[config.mk]
export PLATFORM = sky130hd
export DESIGN_NAME = ip_address_to_text_flat
export DESIGN_NICKNAME = d
export VERILOG_FILES = /design/src/design/ipat_pkg.sv /design/src/design/ipat_if.sv /design/src/design/ip_address_to_text.sv /design/src/flat_wrapper.sv
export SDC_FILE = /design/constraint.sdc
export NUM_CORES = 1
export LEC_CHECK = 0
export BUFFER_PORTS_ARGS = -buffer_cell sky130_fd_sc_hd__clkbuf_2
export CORE_MARGIN = 4
export CORE_UTILIZATION = 60
export CTS_CLUSTER_DIAMETER = 80
export DETAILED_ROUTE_END_ITERATION = 8
export GPL_ROUTABILITY_DRIVEN = 0
export GPL_TIMING_DRIVEN = 0
export PLACE_DENSITY = 0.83
export SYNTH_ARGS = -nofsm -noshare
export SYNTH_HDL_FRONTEND = slang
export SYNTH_SLANG_ARGS = --single-unit
[constraint.sdc]
create_clock -name clk_i -period 14.95 [get_ports clk_i]
set_input_delay 1.495 -clock clk_i [delete_from_list [all_inputs] [get_ports clk_i]]
set_output_delay 1.495 -clock clk_i [all_outputs]
set_load 0.005 [all_outputs]
[src/design/ipat_pkg.sv]
package ipat_pkg;

  localparam int unsigned CapW  = 7;
  localparam int unsigned CharW = 7;
  localparam int unsigned LenW  = 6;

  localparam logic [CapW-1:0] CapReset = 7'd64;

  localparam logic [1:0] FamIpv4 = 2'd0;
  localparam logic [1:0] FamIpv6 = 2'd1;

  localparam logic [CharW-1:0] ChZero  = 7'h30;
  localparam logic [CharW-1:0] ChLowA  = 7'h61;
  localparam logic [CharW-1:0] ChColon = 7'h3a;
  localparam logic [CharW-1:0] ChDot   = 7'h2e;
  localparam logic [CharW-1:0] ChNull  = 7'h00;

  typedef enum logic [2:0] {
    StIdle,
    StZrun,
    StScan,
    StCheck,
    StEmit
  } state_e;

  typedef struct packed {
    logic [1:0] hund;
    logic [3:0] tens;
    logic [3:0] units;
  } dec_t;

  // Lower-case hex digit.
  function automatic logic [CharW-1:0] hex_char(input logic [3:0] d);
    logic [CharW-1:0] c;
    if (d < 4'd10) begin
      c = ChZero + {3'b000, d};
    end else begin
      c = ChLowA + {3'b000, d} - 7'd10;
    end
    return c;
  endfunction

  // Split a byte into decimal digits by compare and subtract.
  function automatic dec_t byte_to_dec(input logic [7:0] v);
    dec_t       r;
    logic [7:0] rem;
    logic [7:0] t8;
    if (v >= 8'd200) begin
      r.hund = 2'd2;
      rem    = v - 8'd200;
    end else if (v >= 8'd100) begin
      r.hund = 2'd1;
      rem    = v - 8'd100;
    end else begin
      r.hund = 2'd0;
      rem    = v;
    end
    r.tens = 4'd0;
    for (int j = 1; j < 10; j++) begin
      if (rem >= 8'(10 * j)) r.tens = 4'(j);
    end
    t8      = {4'b0000, r.tens};
    r.units = 4'(rem - (t8 << 3) - (t8 << 1));
    return r;
  endfunction

endpackage

[src/design/ipat_if.sv]
interface ipat_in_if;
  logic        valid;
  logic        ready;
  logic [1:0]  family;
  logic [63:0] address_high;
  logic [63:0] address_low;
  logic [15:0] port_network;

  modport source(output valid, family, address_high, address_low, port_network,
                 input ready);
  modport sink(input valid, family, address_high, address_low, port_network,
               output ready);
endinterface

interface ipat_out_if;
  logic        valid;
  logic        ready;
  logic [6:0]  text_char;
  logic        is_last;
  logic        failed;
  logic [15:0] port_host;
  logic        family_out;

  modport source(output valid, text_char, is_last, failed, port_host, family_out,
                 input ready);
  modport sink(input valid, text_char, is_last, failed, port_host, family_out,
               output ready);
endinterface

[src/design/ip_address_to_text.sv]
// Address-to-text formatter. Each input item (family, 128-bit address, port in
// network order) becomes a string of ASCII characters, one per output item:
// dotted decimal for IPv4, compressed lower-case hex groups for IPv6 with the
// first longest run of two or more zero groups written as "::". The final
// character carries is_last; every character carries the byte-swapped port and
// the family. An unsupported family, or text plus terminator longer than
// text_capacity (reset 64), gives one item with failed and is_last set and all
// other fields zero. Items are taken one at a time: ready is high only between
// items. A single character generator, stepping one slot per cycle (in the emit
// pass only while the output register can be loaded), is walked twice: once to
// count the text length, once to emit, with a check step between the passes.
// An IPv4 octet has hundreds, tens and units slots and, but for the last, a dot
// slot; an IPv6 group has a colon slot and four nibble slots, and a compressed
// zero run is skipped. An IPv6 item first runs a zero-run search over its eight
// groups; an unsupported family goes straight to the check step. The output
// register lets the next item be accepted while the last character still waits to be taken.
module ip_address_to_text
  import ipat_pkg::*;
(
  input  logic                clk_i,
  input  logic                rst_ni,
  ipat_in_if.sink             in_i,
  ipat_out_if.source          out_o,
  input  logic                cfg_we_i,
  input  logic [CapW-1:0]     cfg_wdata_i
);

  state_e state_q, state_d;

  // Item held for the whole walk.
  logic [1:0]       fam_q, fam_d;
  logic [127:0]     addr_q, addr_d;
  logic [15:0]      port_q, port_d;
  logic [CapW-1:0]  cap_q, cap_d;

  // Zero-run search.
  logic [2:0]       zi_q, zi_d;
  logic [3:0]       zcur_q, zcur_d;
  logic [3:0]       zbl_q, zbl_d;
  logic [2:0]       zbs_q, zbs_d;

  // Generator cursor: group/octet index, slot within it, leading-zero flag.
  logic [2:0]       gi_q, gi_d;
  logic [2:0]       gp_q, gp_d;
  logic             started_q, started_d;
  logic [LenW-1:0]  len_q, len_d;

  // Output register.
  logic             ov_q, ov_d;
  logic [CharW-1:0] och_q, och_d;
  logic             olast_q, olast_d;
  logic             ofail_q, ofail_d;
  logic [15:0]      oport_q, oport_d;
  logic             ofam_q, ofam_d;

  logic             in_acc;
  logic             can_load;
  logic             bad;

  logic [2:0]       grp_idx;
  logic [15:0]      grp;
  logic [7:0]       octet;
  dec_t             dec;
  logic [1:0]       nib_idx;
  logic [3:0]       nib;
  logic             run_ok;
  logic [3:0]       run_end;
  logic [3:0]       zcur_inc;

  // Generator step results.
  logic             g_emit;
  logic [CharW-1:0] g_ch;
  logic             g_fin;
  logic [2:0]       g_gi;
  logic [2:0]       g_gp;
  logic             g_started;

  assign in_i.ready = (state_q == StIdle);
  assign in_acc     = in_i.valid && in_i.ready;
  assign can_load   = !ov_q || out_o.ready;

  assign out_o.valid      = ov_q;
  assign out_o.text_char  = och_q;
  assign out_o.is_last    = olast_q;
  assign out_o.failed     = ofail_q;
  assign out_o.port_host  = oport_q;
  assign out_o.family_out = ofam_q;

  // Group select shared by the zero-run search and the generator.
  assign grp_idx = (state_q == StZrun) ? zi_q : gi_q;
  assign grp     = addr_q[{3'd7 - grp_idx, 4'd0} +: 16];
  assign octet   = addr_q[{2'd3 - gi_q[1:0], 3'd0} +: 8];
  assign dec     = byte_to_dec(octet);
  assign nib_idx = 2'(3'd4 - gp_q);
  assign nib     = grp[{nib_idx, 2'b00} +: 4];

  assign run_ok   = (zbl_q >= 4'd2);
  assign run_end  = {1'b0, zbs_q} + zbl_q;
  assign zcur_inc = zcur_q + 4'd1;

  assign bad = fam_q[1] || (({1'b0, len_q} + 7'd1) > cap_q);

  // One slot of the character generator.
  always_comb begin
    g_emit    = 1'b0;
    g_ch      = ChNull;
    g_fin     = 1'b0;
    g_gi      = gi_q;
    g_gp      = gp_q + 3'd1;
    g_started = started_q;
    if (fam_q == FamIpv4) begin
      case (gp_q)
        3'd0: begin
          g_emit = (dec.hund != 2'd0);
          g_ch   = ChZero + {5'b00000, dec.hund};
        end
        3'd1: begin
          g_emit = (octet >= 8'd10);
          g_ch   = ChZero + {3'b000, dec.tens};
        end
        3'd2: begin
          g_emit = 1'b1;
          g_ch   = ChZero + {3'b000, dec.units};
          g_fin  = (gi_q == 3'd3);
        end
        3'd3: begin
          // separator after every octet but the last
          g_emit = 1'b1;
          g_ch   = ChDot;
          g_gi   = gi_q + 3'd1;
          g_gp   = 3'd0;
        end
        default: begin
          g_gp = 3'd0;
        end
      endcase
    end else begin
      case (gp_q)
        3'd0: begin
          g_started = 1'b0;
          g_gp      = 3'd1;
          if (run_ok && gi_q == zbs_q) begin
            g_emit = 1'b1;
            g_ch   = ChColon;
            g_gp   = 3'd5;
          end else if (gi_q != 3'd0 && !(run_ok && {1'b0, gi_q} == run_end)) begin
            g_emit = 1'b1;
            g_ch   = ChColon;
          end
        end
        3'd1, 3'd2, 3'd3, 3'd4: begin
          // drop leading zeros, keep the last nibble always
          g_emit = (nib != 4'd0) || started_q || (gp_q == 3'd4);
          g_ch   = hex_char(nib);
          if (g_emit) g_started = 1'b1;
          if (gp_q == 3'd4) begin
            g_gi  = gi_q + 3'd1;
            g_gp  = 3'd0;
            g_fin = (gi_q == 3'd7);
          end
        end
        3'd5: begin
          // second colon of the compressed run, then skip over it
          g_emit = 1'b1;
          g_ch   = ChColon;
          g_gi   = run_end[2:0];
          g_gp   = 3'd1;
          g_fin  = run_end[3];
        end
        default: begin
          g_gp = 3'd0;
        end
      endcase
    end
  end

  // Next state.
  always_comb begin
    state_d = state_q;
    unique case (state_q)
      StIdle: begin
        if (in_acc) begin
          if (in_i.family[1]) begin
            state_d = StCheck;
          end else if (in_i.family == FamIpv6) begin
            state_d = StZrun;
          end else begin
            state_d = StScan;
          end
        end
      end
      StZrun: begin
        if (zi_q == 3'd7) state_d = StScan;
      end
      StScan: begin
        if (g_fin) state_d = StCheck;
      end
      StCheck: begin
        if (!bad) begin
          state_d = StEmit;
        end else if (can_load) begin
          state_d = StIdle;
        end
      end
      StEmit: begin
        if (can_load && g_fin) state_d = StIdle;
      end
      default: state_d = StIdle;
    endcase
  end

  // Datapath and output register.
  always_comb begin
    fam_d     = fam_q;
    addr_d    = addr_q;
    port_d    = port_q;
    cap_d     = cfg_we_i ? cfg_wdata_i : cap_q;
    zi_d      = zi_q;
    zcur_d    = zcur_q;
    zbl_d     = zbl_q;
    zbs_d     = zbs_q;
    gi_d      = gi_q;
    gp_d      = gp_q;
    started_d = started_q;
    len_d     = len_q;
    ov_d      = ov_q && !out_o.ready;
    och_d     = och_q;
    olast_d   = olast_q;
    ofail_d   = ofail_q;
    oport_d   = oport_q;
    ofam_d    = ofam_q;
    unique case (state_q)
      StIdle: begin
        if (in_acc) begin
          fam_d     = in_i.family;
          addr_d    = {in_i.address_high, in_i.address_low};
          port_d    = in_i.port_network;
          zi_d      = 3'd0;
          zcur_d    = 4'd0;
          zbl_d     = 4'd0;
          zbs_d     = 3'd0;
          gi_d      = 3'd0;
          gp_d      = 3'd0;
          started_d = 1'b0;
          len_d     = '0;
        end
      end
      StZrun: begin
        // track the first longest run of zero groups
        zi_d = zi_q + 3'd1;
        if (grp == 16'h0000) begin
          zcur_d = zcur_inc;
          if (zcur_inc > zbl_q) begin
            zbl_d = zcur_inc;
            zbs_d = zi_q - 3'(zcur_inc) + 3'd1;
          end
        end else begin
          zcur_d = 4'd0;
        end
      end
      StScan: begin
        gi_d      = g_gi;
        gp_d      = g_gp;
        started_d = g_started;
        if (g_emit) len_d = len_q + LenW'(1);
      end
      StCheck: begin
        gi_d      = 3'd0;
        gp_d      = 3'd0;
        started_d = 1'b0;
        if (bad && can_load) begin
          ov_d    = 1'b1;
          och_d   = ChNull;
          olast_d = 1'b1;
          ofail_d = 1'b1;
          oport_d = 16'h0000;
          ofam_d  = 1'b0;
        end
      end
      StEmit: begin
        if (can_load) begin
          gi_d      = g_gi;
          gp_d      = g_gp;
          started_d = g_started;
          if (g_emit) begin
            ov_d    = 1'b1;
            och_d   = g_ch;
            olast_d = g_fin;
            ofail_d = 1'b0;
            oport_d = {port_q[7:0], port_q[15:8]};
            ofam_d  = fam_q[0];
          end
        end
      end
      default: ;
    endcase
  end

  always_ff @(posedge clk_i or negedge rst_ni) begin
    if (!rst_ni) begin
      state_q <= StIdle;
      cap_q   <= CapReset;
      ov_q    <= 1'b0;
    end else begin
      state_q <= state_d;
      cap_q   <= cap_d;
      ov_q    <= ov_d;
    end
  end

  always_ff @(posedge clk_i) begin
    fam_q     <= fam_d;
    addr_q    <= addr_d;
    port_q    <= port_d;
    zi_q      <= zi_d;
    zcur_q    <= zcur_d;
    zbl_q     <= zbl_d;
    zbs_q     <= zbs_d;
    gi_q      <= gi_d;
    gp_q      <= gp_d;
    started_q <= started_d;
    len_q     <= len_d;
    och_q     <= och_d;
    olast_q   <= olast_d;
    ofail_q   <= ofail_d;
    oport_q   <= oport_d;
    ofam_q    <= ofam_d;
  end

endmodule

[src/flat_wrapper.sv]
// flat-port wrapper written by rule: the top's interface ports become plain ports
module ip_address_to_text_flat import ipat_pkg::*;
  (clk_i, rst_ni, cfg_we_i, cfg_wdata_i, in_i_valid, in_i_family, in_i_address_high, in_i_address_low, in_i_port_network, in_i_ready, out_o_valid, out_o_text_char, out_o_is_last, out_o_failed, out_o_port_host, out_o_family_out, out_o_ready);
  ipat_in_if in_i_i ();
  ipat_out_if out_o_i ();
  input  logic clk_i;
  input  logic rst_ni;
  input  logic cfg_we_i;
  input  logic [CapW-1:0] cfg_wdata_i;
  input wire logic [$bits(in_i_i.valid)-1:0] in_i_valid;
  input wire logic [$bits(in_i_i.family)-1:0] in_i_family;
  input wire logic [$bits(in_i_i.address_high)-1:0] in_i_address_high;
  input wire logic [$bits(in_i_i.address_low)-1:0] in_i_address_low;
  input wire logic [$bits(in_i_i.port_network)-1:0] in_i_port_network;
  output wire logic [$bits(in_i_i.ready)-1:0] in_i_ready;
  output wire logic [$bits(out_o_i.valid)-1:0] out_o_valid;
  output wire logic [$bits(out_o_i.text_char)-1:0] out_o_text_char;
  output wire logic [$bits(out_o_i.is_last)-1:0] out_o_is_last;
  output wire logic [$bits(out_o_i.failed)-1:0] out_o_failed;
  output wire logic [$bits(out_o_i.port_host)-1:0] out_o_port_host;
  output wire logic [$bits(out_o_i.family_out)-1:0] out_o_family_out;
  input wire logic [$bits(out_o_i.ready)-1:0] out_o_ready;
  assign in_i_i.valid = in_i_valid;
  assign in_i_i.family = in_i_family;
  assign in_i_i.address_high = in_i_address_high;
  assign in_i_i.address_low = in_i_address_low;
  assign in_i_i.port_network = in_i_port_network;
  assign in_i_ready = in_i_i.ready;
  assign out_o_valid = out_o_i.valid;
  assign out_o_text_char = out_o_i.text_char;
  assign out_o_is_last = out_o_i.is_last;
  assign out_o_failed = out_o_i.failed;
  assign out_o_port_host = out_o_i.port_host;
  assign out_o_family_out = out_o_i.family_out;
  assign out_o_i.ready = out_o_ready;
  ip_address_to_text u_core (.clk_i(clk_i), .rst_ni(rst_ni), .in_i(in_i_i), .out_o(out_o_i), .cfg_we_i(cfg_we_i), .cfg_wdata_i(cfg_wdata_i));
endmodule
== Word level (Yosys, flattened, before mapping) ==
Cells that the tools add are included.
Word-level totals
  output and inout port bits: 28
  register bits: 210
  input port bits: 158
Operators by class
  reductions and logical operators: 35
  eq/ne operators: 26
  add/subtract/negate cells: 22
  mux-type cells: 94
  shift-type cells: 3
  magnitude comparators: 16
Operators with widths (number)
  $shiftx 128x6->8: 1
  $shiftx 128x8->16: 1
  $mux 3: 24
  $mux 16: 3
  $mux 7: 6
  $ge 8x7->1 const B: 4
  $pmux 16 s2: 1
  $pmux 7 s4: 1
  $ge 8x6->1 const B: 3
  $mux 4: 6
  $pmux 3 s4: 2
  $mux 1: 23
  $add 6x4->7 const A: 3
  $pmux 7 s3: 1
  $mux 6: 3
  $pmux 3 s2: 3
  $ge 8x4->1 const B: 2
  $ge 8x5->1 const B: 2
  $logic_not 16->1: 1
  $mux 8: 2
  $pmux 4 s2: 2
  $shiftx 16x5->4: 1
  $eq 3x2->1 const B: 5
  $eq 3x3->1 const B: 5
  50 further kinds: 91

== Longest topological paths before layout ==
Gate-level depths: netlist (run 1).
  word-level depth: 23
  gate-level depth with buffers: 18
  depth with buffers taken out: 16

== Worst setup path before layout (run 1) ==
OpenSTA, ideal clock, no wires.
  path type: register to register
  start: reg u_core.state_q[1]
  end: reg u_core.ofail_q (netlist: u_core.out_o.failed), enable pin
  required time: 14.532 ns
  buffers on the path: 3
  arrival: 4.589 ns
  stages on the path, launching flop included: 16
  path slack: 9.944 ns
  period minus slack after synthesis: 5.006 ns
  path through: dfrtp_1 > or3b_1 > buf_2 > a21oi_1 > clkbuf_1 > buf_2 > nand2_1 > nand3_1 > a31oi_1 > mux4_2 > ha_1 > inv_1 > o41ai_2 > a21boi_1 > o21ai_1 > a21oi_1
On the way
  word-level cells in the longest chain between the ends: 12
RTL lines
  start: declaration: line ip_address_to_text.sv:28  | state_e state_q, state_d;
  start signal: assignment: line ip_address_to_text.sv:301  | state_q <= StIdle;
  start signal: assignment: line ip_address_to_text.sv:305  | state_q <= state_d;
  $eq 3x1->1: line ip_address_to_text.sv:90  | assign grp_idx = (state_q == StZrun) ? zi_q : gi_q;
  $mux 3: line ip_address_to_text.sv:90
  $sub 3x3->3: line ip_address_to_text.sv:91  | assign grp = addr_q[{3'd7 - grp_idx, 4'd0} +: 16];
  $shiftx 128x8->16: line ip_address_to_text.sv:91
  $shiftx 16x5->4: line ip_address_to_text.sv:95  | assign nib = grp[{nib_idx, 2'b00} +: 4];
  $reduce_bool 4->1: line ip_address_to_text.sv:153  | g_emit = (nib != 4'd0) || started_q || (gp_q == 3'd4);
  $logic_or 1x1->1 (2 in a row): line ip_address_to_text.sv:153
  $pmux 1 s3: line ip_address_to_text.sv:138  | case (gp_q)
  $mux 1: line ip_address_to_text.sv:111  | if (fam_q == FamIpv4) begin
  $ne 2x1->1 (no line)
  $reduce_and 4->1 (no line) (*)
  end signal: assignment: line ip_address_to_text.sv:325  | ofail_q <= ofail_d;
  end: declaration: line ip_address_to_text.sv:52  | logic ofail_q, ofail_d;
Mark *: on every way between the ends. The rest lies on a longest branch, timed or not.
A chain may end at the register's enable or synchronous reset.

== Final worst setup path (run 1) ==
  start: reg u_core.gi_q[1]
  end: reg u_core.oport_q[3] (netlist: u_core.out_o.port_host[3]), enable pin
On the way
  word-level cells in the longest chain between the ends: 11
RTL lines
  start: declaration: line ip_address_to_text.sv:43  | logic [2:0] gi_q, gi_d;
  start signal: assignment: line ip_address_to_text.sv:319  | gi_q <= gi_d;
  $mux 3: line ip_address_to_text.sv:90
  $sub 3x3->3: line ip_address_to_text.sv:91
  $shiftx 128x8->16: line ip_address_to_text.sv:91
  $shiftx 16x5->4: line ip_address_to_text.sv:95
  $reduce_bool 4->1: line ip_address_to_text.sv:153
  $logic_or 1x1->1 (2 in a row): line ip_address_to_text.sv:153
  $pmux 1 s3: line ip_address_to_text.sv:138
  $mux 1 (*): line ip_address_to_text.sv:111
  $ne 2x1->1 (no line) (*)
  $reduce_and 4->1 (no line) (*)
  end signal: assignment: line ip_address_to_text.sv:326  | oport_q <= oport_d;
  end: declaration: line ip_address_to_text.sv:53  | logic [15:0] oport_q, oport_d;
Marked as above.

==> out/metrics.cfg, run 1 <==
[sta]
min_period_ns=5.51
clock_skew_ns=0.0144
slew_violations=0
max_slew_margin_pct=30.5
post-route-period-util_pct=36.8
setup-violations-final=0
rsz0062_at_grt=no
worstMarginPinSlew_ns=1.04
tns_ns=0
hold_viol_final=0
fmax_mhz=182

[setup_path]
path_buf_inv=7
arrival_ns=5.72
critPathSlowestCell=mux4_2
path_common_cell=buf_2
cp-start-kind=flip-flop
max_stage_delay_ns=0.60
cp-end-kind=flip-flop
crit_type=reg2reg
path_cells=clkbuf_1 -> buf_2 -> a21o_1 -> buf_2 -> buf_2 -> clkbuf_1 -> nand2_1 -> a311oi_1 -> a31oi_1 -> mux4_2 -> ha_1 -> inv_1 -> o41ai_2 -> a21boi_1 -> o21ai_1 -> a21oi_2 -> buf_16
cp_max_fo=17
crit_required_ns=15.17
crit_family=buffers and inverters

[synth]
syn_nets=1067
synth_edf_count=199
synth_top_family_by_area=simple AND/OR/NAND/NOR gates
syn_area_per_cell_um2=12.5
synthesis.area_um2=10800
synth-main-ff-cell=edfxtp_1
yosysTopAreaCell=edfxtp_1
yosysWarnings=0
synthXorXnorAreaFrac_pct=2.11
yosys-top-cells-count=edfxtp_1 (199), nand2_1 (89), mux2i_1 (58)
ys_top_cells_by_area=edfxtp_1 (55%), mux2i_1 (5.4%), ha_1 (5.1%)
synth_adder_area_share_pct=5.28
ys_seq_elements=210
ys_types=81
postSynthCellCount=864
synth_top_area_share_pct=55.3
yosys-mux-area-fraction_pct=9.05
seq_area_frac_synth_pct=57.9
synth.most_common_cell=edfxtp_1
synthArstFlopShare_pct=5.24
yosys.area_share.simple_pct=11.7
synth_compound_area_share_pct=10.9

[detailed_routing]
via_per_inst=6.10
drt_wl_total_mm=25.7
routedWlPerCell_um=19.5
ant_nets=0
first_pass_iters=6
num_vias=8041
drt_iter0_drc=807
route.detailed.drc=0

[power_and_ir_drop]
power-per-cell-area_nw_per_um2=229
p_int_uw=1730
switching_share_pct=41.1
power_frac_clock_pct=18.2
seqPwrFrac_pct=29.5
p_leak_uw=0.00512
p_comb_share_pct=52.3
net-switching-power_uw=1200
ir_worst_vdd_mv=0.164

[outcome]
status=finished clean

[cts]
worst_skew_pair.late_latency_ns=0.51
cts_setup_buffers=0
htreeDepth=1
cts.sinks=210
hold_buffers=0
clk_pin_slew_worst_paths_ns=0.06
cts_tree=yes
cts_root_buf=clkbuf_16
cts_buffers=23
cts.repair.resized=0
clockBufferDepth=3

[floorplan]
die_area_um2=20200
die_x_um=142
start_util_pct=61.8
pin_count=186
num_rows=48
fp.dieH_um=142
core_um2=17500

[grt]
grt_pass1_wl_mm=40.3
grt_pass1_vias=7989
grt_max_degree=90
grtUsageTotal_pct=25.1
antenna_found_initial=0
grt_overflow_total=0

[layout]
areaGrowthSynthToFinish_pct=18.5
nets=1279
diodes=0
stdcell_area_um2=12800
drive_gt1_share_pct=25.2
n_fill_cell=1145
instances_no_fill=1318

[place]
place_inst=1276
dp_hpwl_mm=18.7
portBuffers=185
postPlaceCellArea_um2=12100

[flow_run]
cap_violations=0

[hold_path]
min_path_type=reg2reg

[state kept, by name (all words and copies together), names as in the netlist, 4 cells and up]
register / flops
u_core.zcur_q: 4
u_core.out_o.port_host: 16
u_core.out_o.text_char: 7
u_core.port_q: 16
u_core.addr_q: 128
u_core.len_q: 6
u_core.zbl_q: 4
u_core.cap_q: 7
[per-stage QoR]
stage / setup slack, ns / hold slack, ns / util [%] / power (uW)
4_1_cts: 9.47 / 0.527 / 73.2 / 2920
6_report: 9.44 / 0.522 / 73.2 / 2930
3_3_place_gp: 8.46 / 0.503 / 68.7 / 2330
3_5_place_dp: 9.51 / 0.514 / 69.1 / 2370
5_1_grt: 9.11 / 0.532 / 73.2 / 3110
2_1_floorplan: 9.94 / 0.478 / - / 1990
[cells by family after synthesis]
kind of cell / Yosys count
simple gates: 251
flops: 210
compound gates: 168
buf+inv: 82
mux: 82
fa+ha+maj: 45
xor+xnor: 26
[placed cells by master, fill, tap and decap left out, types with 23 or more instances in the layout]
| cell type | synthesis | routed |
|---|---|---|
| edfxtp_1 | 199 | 199 |
| clkbuf_16 | 0 | 23 |
| clkbuf_1 | 25 | 28 |
| o21ai_0 | 35 | 35 |
| clkbuf_2 | 0 | 185 |
| nand2_1 | 89 | 89 |
| a21oi_1 | 27 | 26 |
| and3_1 | 24 | 24 |
| ha_1 | 44 | 44 |
| mux2i_1 | 58 | 58 |
| nor2_1 | 39 | 39 |
| inv_1 | 38 | 37 |
[cell type report]
type / instances / area, um2 / area share (%)
Multi-Input combinational cell: 572 / 4210 / 32.9
Tap cell: 225 / 282 / 2.20
Buffer: 43 / 190 / 1.49
Clock buffer: 26 / 587 / 4.59
Sequential cell: 210 / 6250 / 48.9
Inverter: 39 / 151 / 1.18
Timing Repair Buffer: 187 / 981 / 7.67
Clock inverter: 16 / 135 / 1.06
[path summary, 6_finish.rpt]
kind / end / from / depth (start not counted) / slack [ns]
max in group asynchronous: u_core.cap_q[6] / rst_ni / 1 / 13.80
worst max-delay path: u_core.out_o.port_host[3] / u_core.gi_q[1] / 17 / 9.44
min in group asynchronous: u_core.cap_q[4] / rst_ni / 1 / 0.86
worst min-delay path: u_core.cap_q[0] / u_core.cap_q[0] / 1 / 0.52
worst min register to register: u_core.cap_q[0] / u_core.cap_q[0] / 1 / 0.52
worst max register to register: u_core.out_o.port_host[3] / u_core.gi_q[1] / 17 / 9.44
[power groups by stage]
stage / Combinational, uW / Clock, uW / Sequential, uW
5_1_grt: 1670 / 568 / 875
3_5_place_dp: 1500 / 0 / 874
3_3_place_gp: 1450 / 0 / 884
2_1_floorplan: 1120 / 0 / 868
4_1_cts: 1510 / 540 / 864
6_report: 1530 / 534 / 865
[layer usage]
metal / vias to the layer above / part of all wire, % / GRT usage (%)
met5: - / 0 / 0
met4: 0 / 3.3 / 8.94
met3: 74 / 8.0 / 4.33
met2: 406 / 50 / 43.1
met1: 3858 / 39 / 32.4
li1: 3703 / - / -
Power figures use the tool's default switching activity.
==> run 2, diff against run 1 <==
Settings changed: CORE_UTILIZATION 60 to 51, PLACE_DENSITY 0.83 to 0.74.
Clock period 14.95 ns to 4.8 ns, I/O delays scaled along.
==> out/metrics.cfg, run 2 (synthesized netlist as in run 1, its figures left out) <==
[flow_run]
cap_violations=0

[floorplan]
pin_count=186
die_area_um2=23600
die_x_um=154
num_rows=52
start_util_pct=52.5
core_um2=20600
fp.dieH_um=154

[setup_path]
cp_max_fo=10
r2r-end=u_core.out_o.text_char[2]
cp-end-kind=flip-flop
r2r_cells=16
r2r-start=u_core.state_q[1]
r2r_slack_ns=0.22
crit_required_ns=5.07
cp-start-kind=flip-flop
arrival_ns=4.85
crit_type=reg2reg

[grt]
grt_overflow_total=0
grt_pass1_wl_mm=39.7
grt_max_degree=98
antenna_found_initial=0
grtUsageTotal_pct=21.0
grt_pass1_vias=7663

[cts]
clk_pin_slew_worst_paths_ns=0.06
worst_skew_pair.late_latency_ns=0.51
htreeDepth=1
cts_buffers=23
cts.sinks=210
cts_tree=yes
clockBufferDepth=3
cts_root_buf=clkbuf_16

[detailed_routing]
drt_wl_total_mm=25.3
route.detailed.drc=0
first_pass_iters=5
via_per_inst=5.65
routedWlPerCell_um=18.5
num_vias=7718
ant_nets=0
drt_iter0_drc=609

[layout]
finish.utilization_pct=62.9
areaGrowthSynthToFinish_pct=19.8
top_register=u_core.addr_q
final_common_cell=edfxtp_1
final_cell_mix=edfxtp_1 (199), clkbuf_2 (188), nand2_1 (88), mux2i_1 (58), ha_1 (44)
nets=1284
drive_gt1_share_pct=26.6
largest_register_ff_count=128
diodes=0

[outcome]
status=finished clean

[sta]
max_slew_margin_pct=39.2
worstMarginPinSlew_ns=0.902
setup-violations-final=0
tns_ns=0
clock_skew_ns=0.0211
hold_viol_final=0
fmax_mhz=218
min_period_ns=4.58
rsz0062_at_grt=yes
post-route-period-util_pct=95.4
slew_violations=0

[power_and_ir_drop]
power.total_uw=9160
power-per-cell-area_nw_per_um2=708
ir_worst_vdd_mv=0.409
p_leak_uw=0.00516

[hold_path]
hold_path_depth=1
min_path_type=in2reg
hold_end=u_core.port_q[8]
min_from=in_i_port_network[8]

[place]
portBuffers=185
dp_hpwl_mm=18.7

[run 2: cell count changes in the layout (fill, tap and decap cells not counted), moves of 2 or more]
cell	delta
clkbuf_4	+2
clkinv_4	-3
buf_4	+4
a21oi_4	+2
o22ai_1	-2
clkinv_1	-3
buf_1	-2
o21ai_2	+2
o21ai_1	-2
clkbuf_2	+3
[run 2: how the worst max path moves through the flow]
stage | startpoint | to | cells after the start | slack, ns
global route | u_core.gi_q[0] | u_core.out_o.text_char[1] | 17 | -0.06
floorplan | u_core.gi_q[0] | u_core.out_o.text_char[1] | 18 | 0.33
global placement | u_core.gi_q[1] | u_core.out_o.port_host[2] | 16 | -1.0
finish | u_core.state_q[1] | u_core.out_o.text_char[2] | 16 | 0.22
detailed placement | u_core.gi_q[1] | u_core.out_o.port_host[2] | 16 | -1.08
CTS | u_core.gi_q[1] | u_core.len_q[3] | 16 | 0.004
[run 2: final cells by class]
| type | instances | area (um2) |
|---|---|---|
| Sequential cell | 210 | 6250 |
| Fill cell | 1593 | 7620 |
| Clock buffer | 32 | 609 |
| Clock inverter | 9 | 56.3 |
| Multi-Input combinational cell | 573 | 4310 |
| Inverter | 39 | 151 |
| Buffer | 42 | 205 |
| Timing Repair Buffer | 192 | 1010 |
| Tap cell | 270 | 338 |
[run 2: where the power goes]
group          internal (uW)  switching (uW)
logic                   2000            2900
clock network            889             677
registers               2500             179
[run 2: worst max-delay path, stage by stage (launching register included)]
cell and delay [ns]:
dfrtp_1 0.47, or3b_1 0.37, buf_2 0.18, mux2_2 0.22
buf_2 0.31, buf_2 0.33, clkbuf_2 0.30, a311oi_1 0.08
a31oi_1 0.30, mux4_2 0.40, ha_1 0.18, inv_1 0.05
o41ai_2 0.35, a21boi_1 0.15, o21ai_2 0.33, a21oi_4 0.11
buf_4 0.21
[run 2: timing repair]
item	in CTS	in global routing
endpoints found under the setup margin	43	44
hold buffers	1	0
resized for setup	11	20
setup buffers	5	0
pin swaps	2	1
cloned	1	0
hold endpoints to repair	10	0
[run 2: stage by stage]
stage	worst slack, ns	cells	hold WS, ns	cell area, um2
after floorplan	0.333	864	0.184	10800
after global placement	-0.995	1319	0.368	12100
after detailed placement	-1.08	1320	0.372	12100
after CTS	0.00441	1367	0.124	12900
after global routing	-0.0579	1367	0.121	12900
final	0.221	1367	0.143	12900
[run 2: routing by layer]
metal  track usage (%)  vias up  wire, um
met5                 0        -         0
met4              5.09        0       510
met3              3.43       44      1970
met2              34.9      329     12000
met1              29.1     3624     10800
li1                  -     3721         -
==> run 3, diff against run 2 <==
--- a/config.mk
+++ b/config.mk
@@ -8,10 +8,10 @@
 export BUFFER_PORTS_ARGS = -buffer_cell sky130_fd_sc_hd__clkbuf_2
 export CORE_MARGIN = 4
-export CORE_UTILIZATION = 51
+export CORE_UTILIZATION = 30
 export CTS_CLUSTER_DIAMETER = 80
 export DETAILED_ROUTE_END_ITERATION = 8
 export GPL_ROUTABILITY_DRIVEN = 0
 export GPL_TIMING_DRIVEN = 0
-export PLACE_DENSITY = 0.74
+export PLACE_DENSITY = 0.48
 export SYNTH_ARGS = -nofsm -noshare
 export SYNTH_HDL_FRONTEND = slang
==> constraint.sdc (replaced) <==
create_clock -name clk_i -period 4.8 [get_ports clk_i]
set_input_delay 0.48 -clock clk_i [delete_from_list [all_inputs] [get_ports clk_i]]
set_output_delay 0.48 -clock clk_i [all_outputs]
set_load 0.02 [all_outputs]
==> out/metrics.cfg, run 3 (synthesized netlist as in run 1, its figures left out) <==
[grt]
antenna_found_initial=6
grtUsageTotal_pct=14.4
grt_pass1_vias=7859
grt_overflow_total=0
grt_max_degree=78
grt_pass1_wl_mm=44.3

[floorplan]
die_area_um2=39100
core_um2=35600
num_rows=69
fp.dieH_um=198
start_util_pct=30.4
die_x_um=198
pin_count=186

[layout]
drive_gt1_share_pct=27.7
diodes=0
final_common_cell=edfxtp_1
instances_no_fill=1564
top_register=u_core.addr_q
finish.utilization_pct=38.0
final_cell_mix=edfxtp_1 (199), clkbuf_2 (191), nand2_1 (89), mux2i_1 (58), ha_1 (44)
largest_register_ff_count=128
nets=1286
areaGrowthSynthToFinish_pct=25.1

[setup_path]
crit_required_ns=5.05
cp-end-kind=flip-flop
cp-start-kind=flip-flop
crit_type=reg2reg
arrival_ns=4.87
cp_max_fo=10

[sta]
fmax_mhz=216
post-route-period-util_pct=96.4
setup-violations-final=0
hold_viol_final=0
fin_hold_ws_ns=0.125
min_period_ns=4.62
worstMarginPinSlew_ns=0.936
tns_ns=0
slew_violations=0
rsz0062_at_grt=no
max_slew_margin_pct=36.9
clock_skew_ns=0.0142

[place]
place_inst=1511
portBuffers=185
dp_hpwl_mm=21.6

[power_and_ir_drop]
ir_worst_vdd_mv=0.267
p_int_uw=5850
switching_share_pct=40.9
power.total_uw=9900
power_frac_clock_pct=21.0
power-per-cell-area_nw_per_um2=733
seqPwrFrac_pct=27.2
p_comb_share_pct=51.8
net-switching-power_uw=4060
p_leak_uw=0.00531

[detailed_routing]
route.detailed.drc=0
ant_nets=0
first_pass_iters=5
drt_wl_total_mm=28.8
via_per_inst=4.82
drt_iter0_drc=378
routedWlPerCell_um=18.4
num_vias=7534

[cts]
clockBufferDepth=3
cts.sinks=210
cts_buffers=26
clk_pin_slew_worst_paths_ns=0.06
worst_skew_pair.late_latency_ns=0.53
htreeDepth=1
cts_root_buf=clkbuf_16
cts_tree=yes

[hold_path]
min_path_type=in2reg

[outcome]
status=finished clean

[flow_run]
cap_violations=0

==> run 3: cell types whose count changed in the layout (fill, tap and decap cells not counted), moves of 3 or more <==
cell / delta
bufinv_16: +5
clkbuf_1: -10
clkbuf_16: +4
clkbuf_2: +3
clkinv_1: +5
clkinv_4: +3
==> run 3: final cells by class <==
cell class | count | area, um2
well taps | 461 | 577
clock buffers | 29 | 683
clock inverters | 19 | 235
plain buffers | 42 | 225
repair buffers | 191 | 1020
inverters | 39 | 151
flip-flops and latches | 210 | 6250
fillers | 3513 | 22100
multi-input cells | 573 | 4370
==> run 3: worst paths after layout <==
check                                                  to  slack [ns]                 start  cells after the start
worst max-delay path            u_core.out_o.text_char[3]        0.18     u_core.state_q[1]                     16
worst min-delay path                     u_core.port_q[0]        0.13  in_i_port_network[0]                      1
worst max register to register  u_core.out_o.text_char[3]        0.18     u_core.state_q[1]                     16
worst min register to register            u_core.cap_q[0]        0.52       u_core.cap_q[0]                      1
max in group asynchronous                 u_core.cap_q[6]        4.13                rst_ni                      2
min in group asynchronous                 u_core.cap_q[4]        0.37                rst_ni                      2
==> run 3: what timing repair did <==
| item | in CTS | in global routing |
|---|---|---|
| pin swaps | 2 | 2 |
| setup endpoints to repair | 44 | 44 |
| hold buffers | 1 | 0 |
| gates resized for setup | 16 | 30 |
| buffers inserted | 4 | 0 |
| cloned | 1 | 0 |
| hold endpoints to repair | 10 | 0 |
==> run 3: power by group through the flow <==
stage | Combinational [uW] | Clock [uW] | Sequential (uW)
after floorplan | 3490 | 0 | 2780
final | 5130 | 2080 | 2690
after detailed placement | 4900 | 0 | 2730
after global placement | 4870 | 0 | 2770
after global routing | 5680 | 2220 | 2730
after CTS | 5050 | 2140 | 2690
==> run 3: critical path, stage by stage (launching register included) <==
cell,delay [ns]
dfrtp_1,0.49
or3b_1,0.38
buf_2,0.19
mux2_2,0.30
clkbuf_4,0.24
clkbuf_4,0.25
clkbuf_2,0.24
a311oi_1,0.38
a31oi_1,0.12
mux4_2,0.57
ha_1,0.24
inv_1,0.06
o41ai_2,0.08
a21boi_1,0.23
o21ai_2,0.17
a21oi_4,0.22
buf_4,0.18
==> run 3: per-layer routing <==
| layer | vias up | track usage, % | share of wire [%] |
|---|---|---|---|
| li1 | 3737 | - | - |
| met1 | 3547 | 19.4 | 45 |
| met2 | 199 | 23.6 | 47 |
| met3 | 43 | 3.68 | 6.3 |
| met4 | 8 | 3.01 | 1.9 |
| met5 | - | 0 | 0.24 |
==> run 3: per-stage QoR <==
step | setup slack, ns | instance area, um2
2_1_floorplan | 0.117 | 10800
3_3_place_gp | -1.25 | 12300
3_5_place_dp | -0.890 | 12300
4_1_cts | 0.0253 | 13400
5_1_grt | 0.00244 | 13500
6_report | 0.175 | 13500
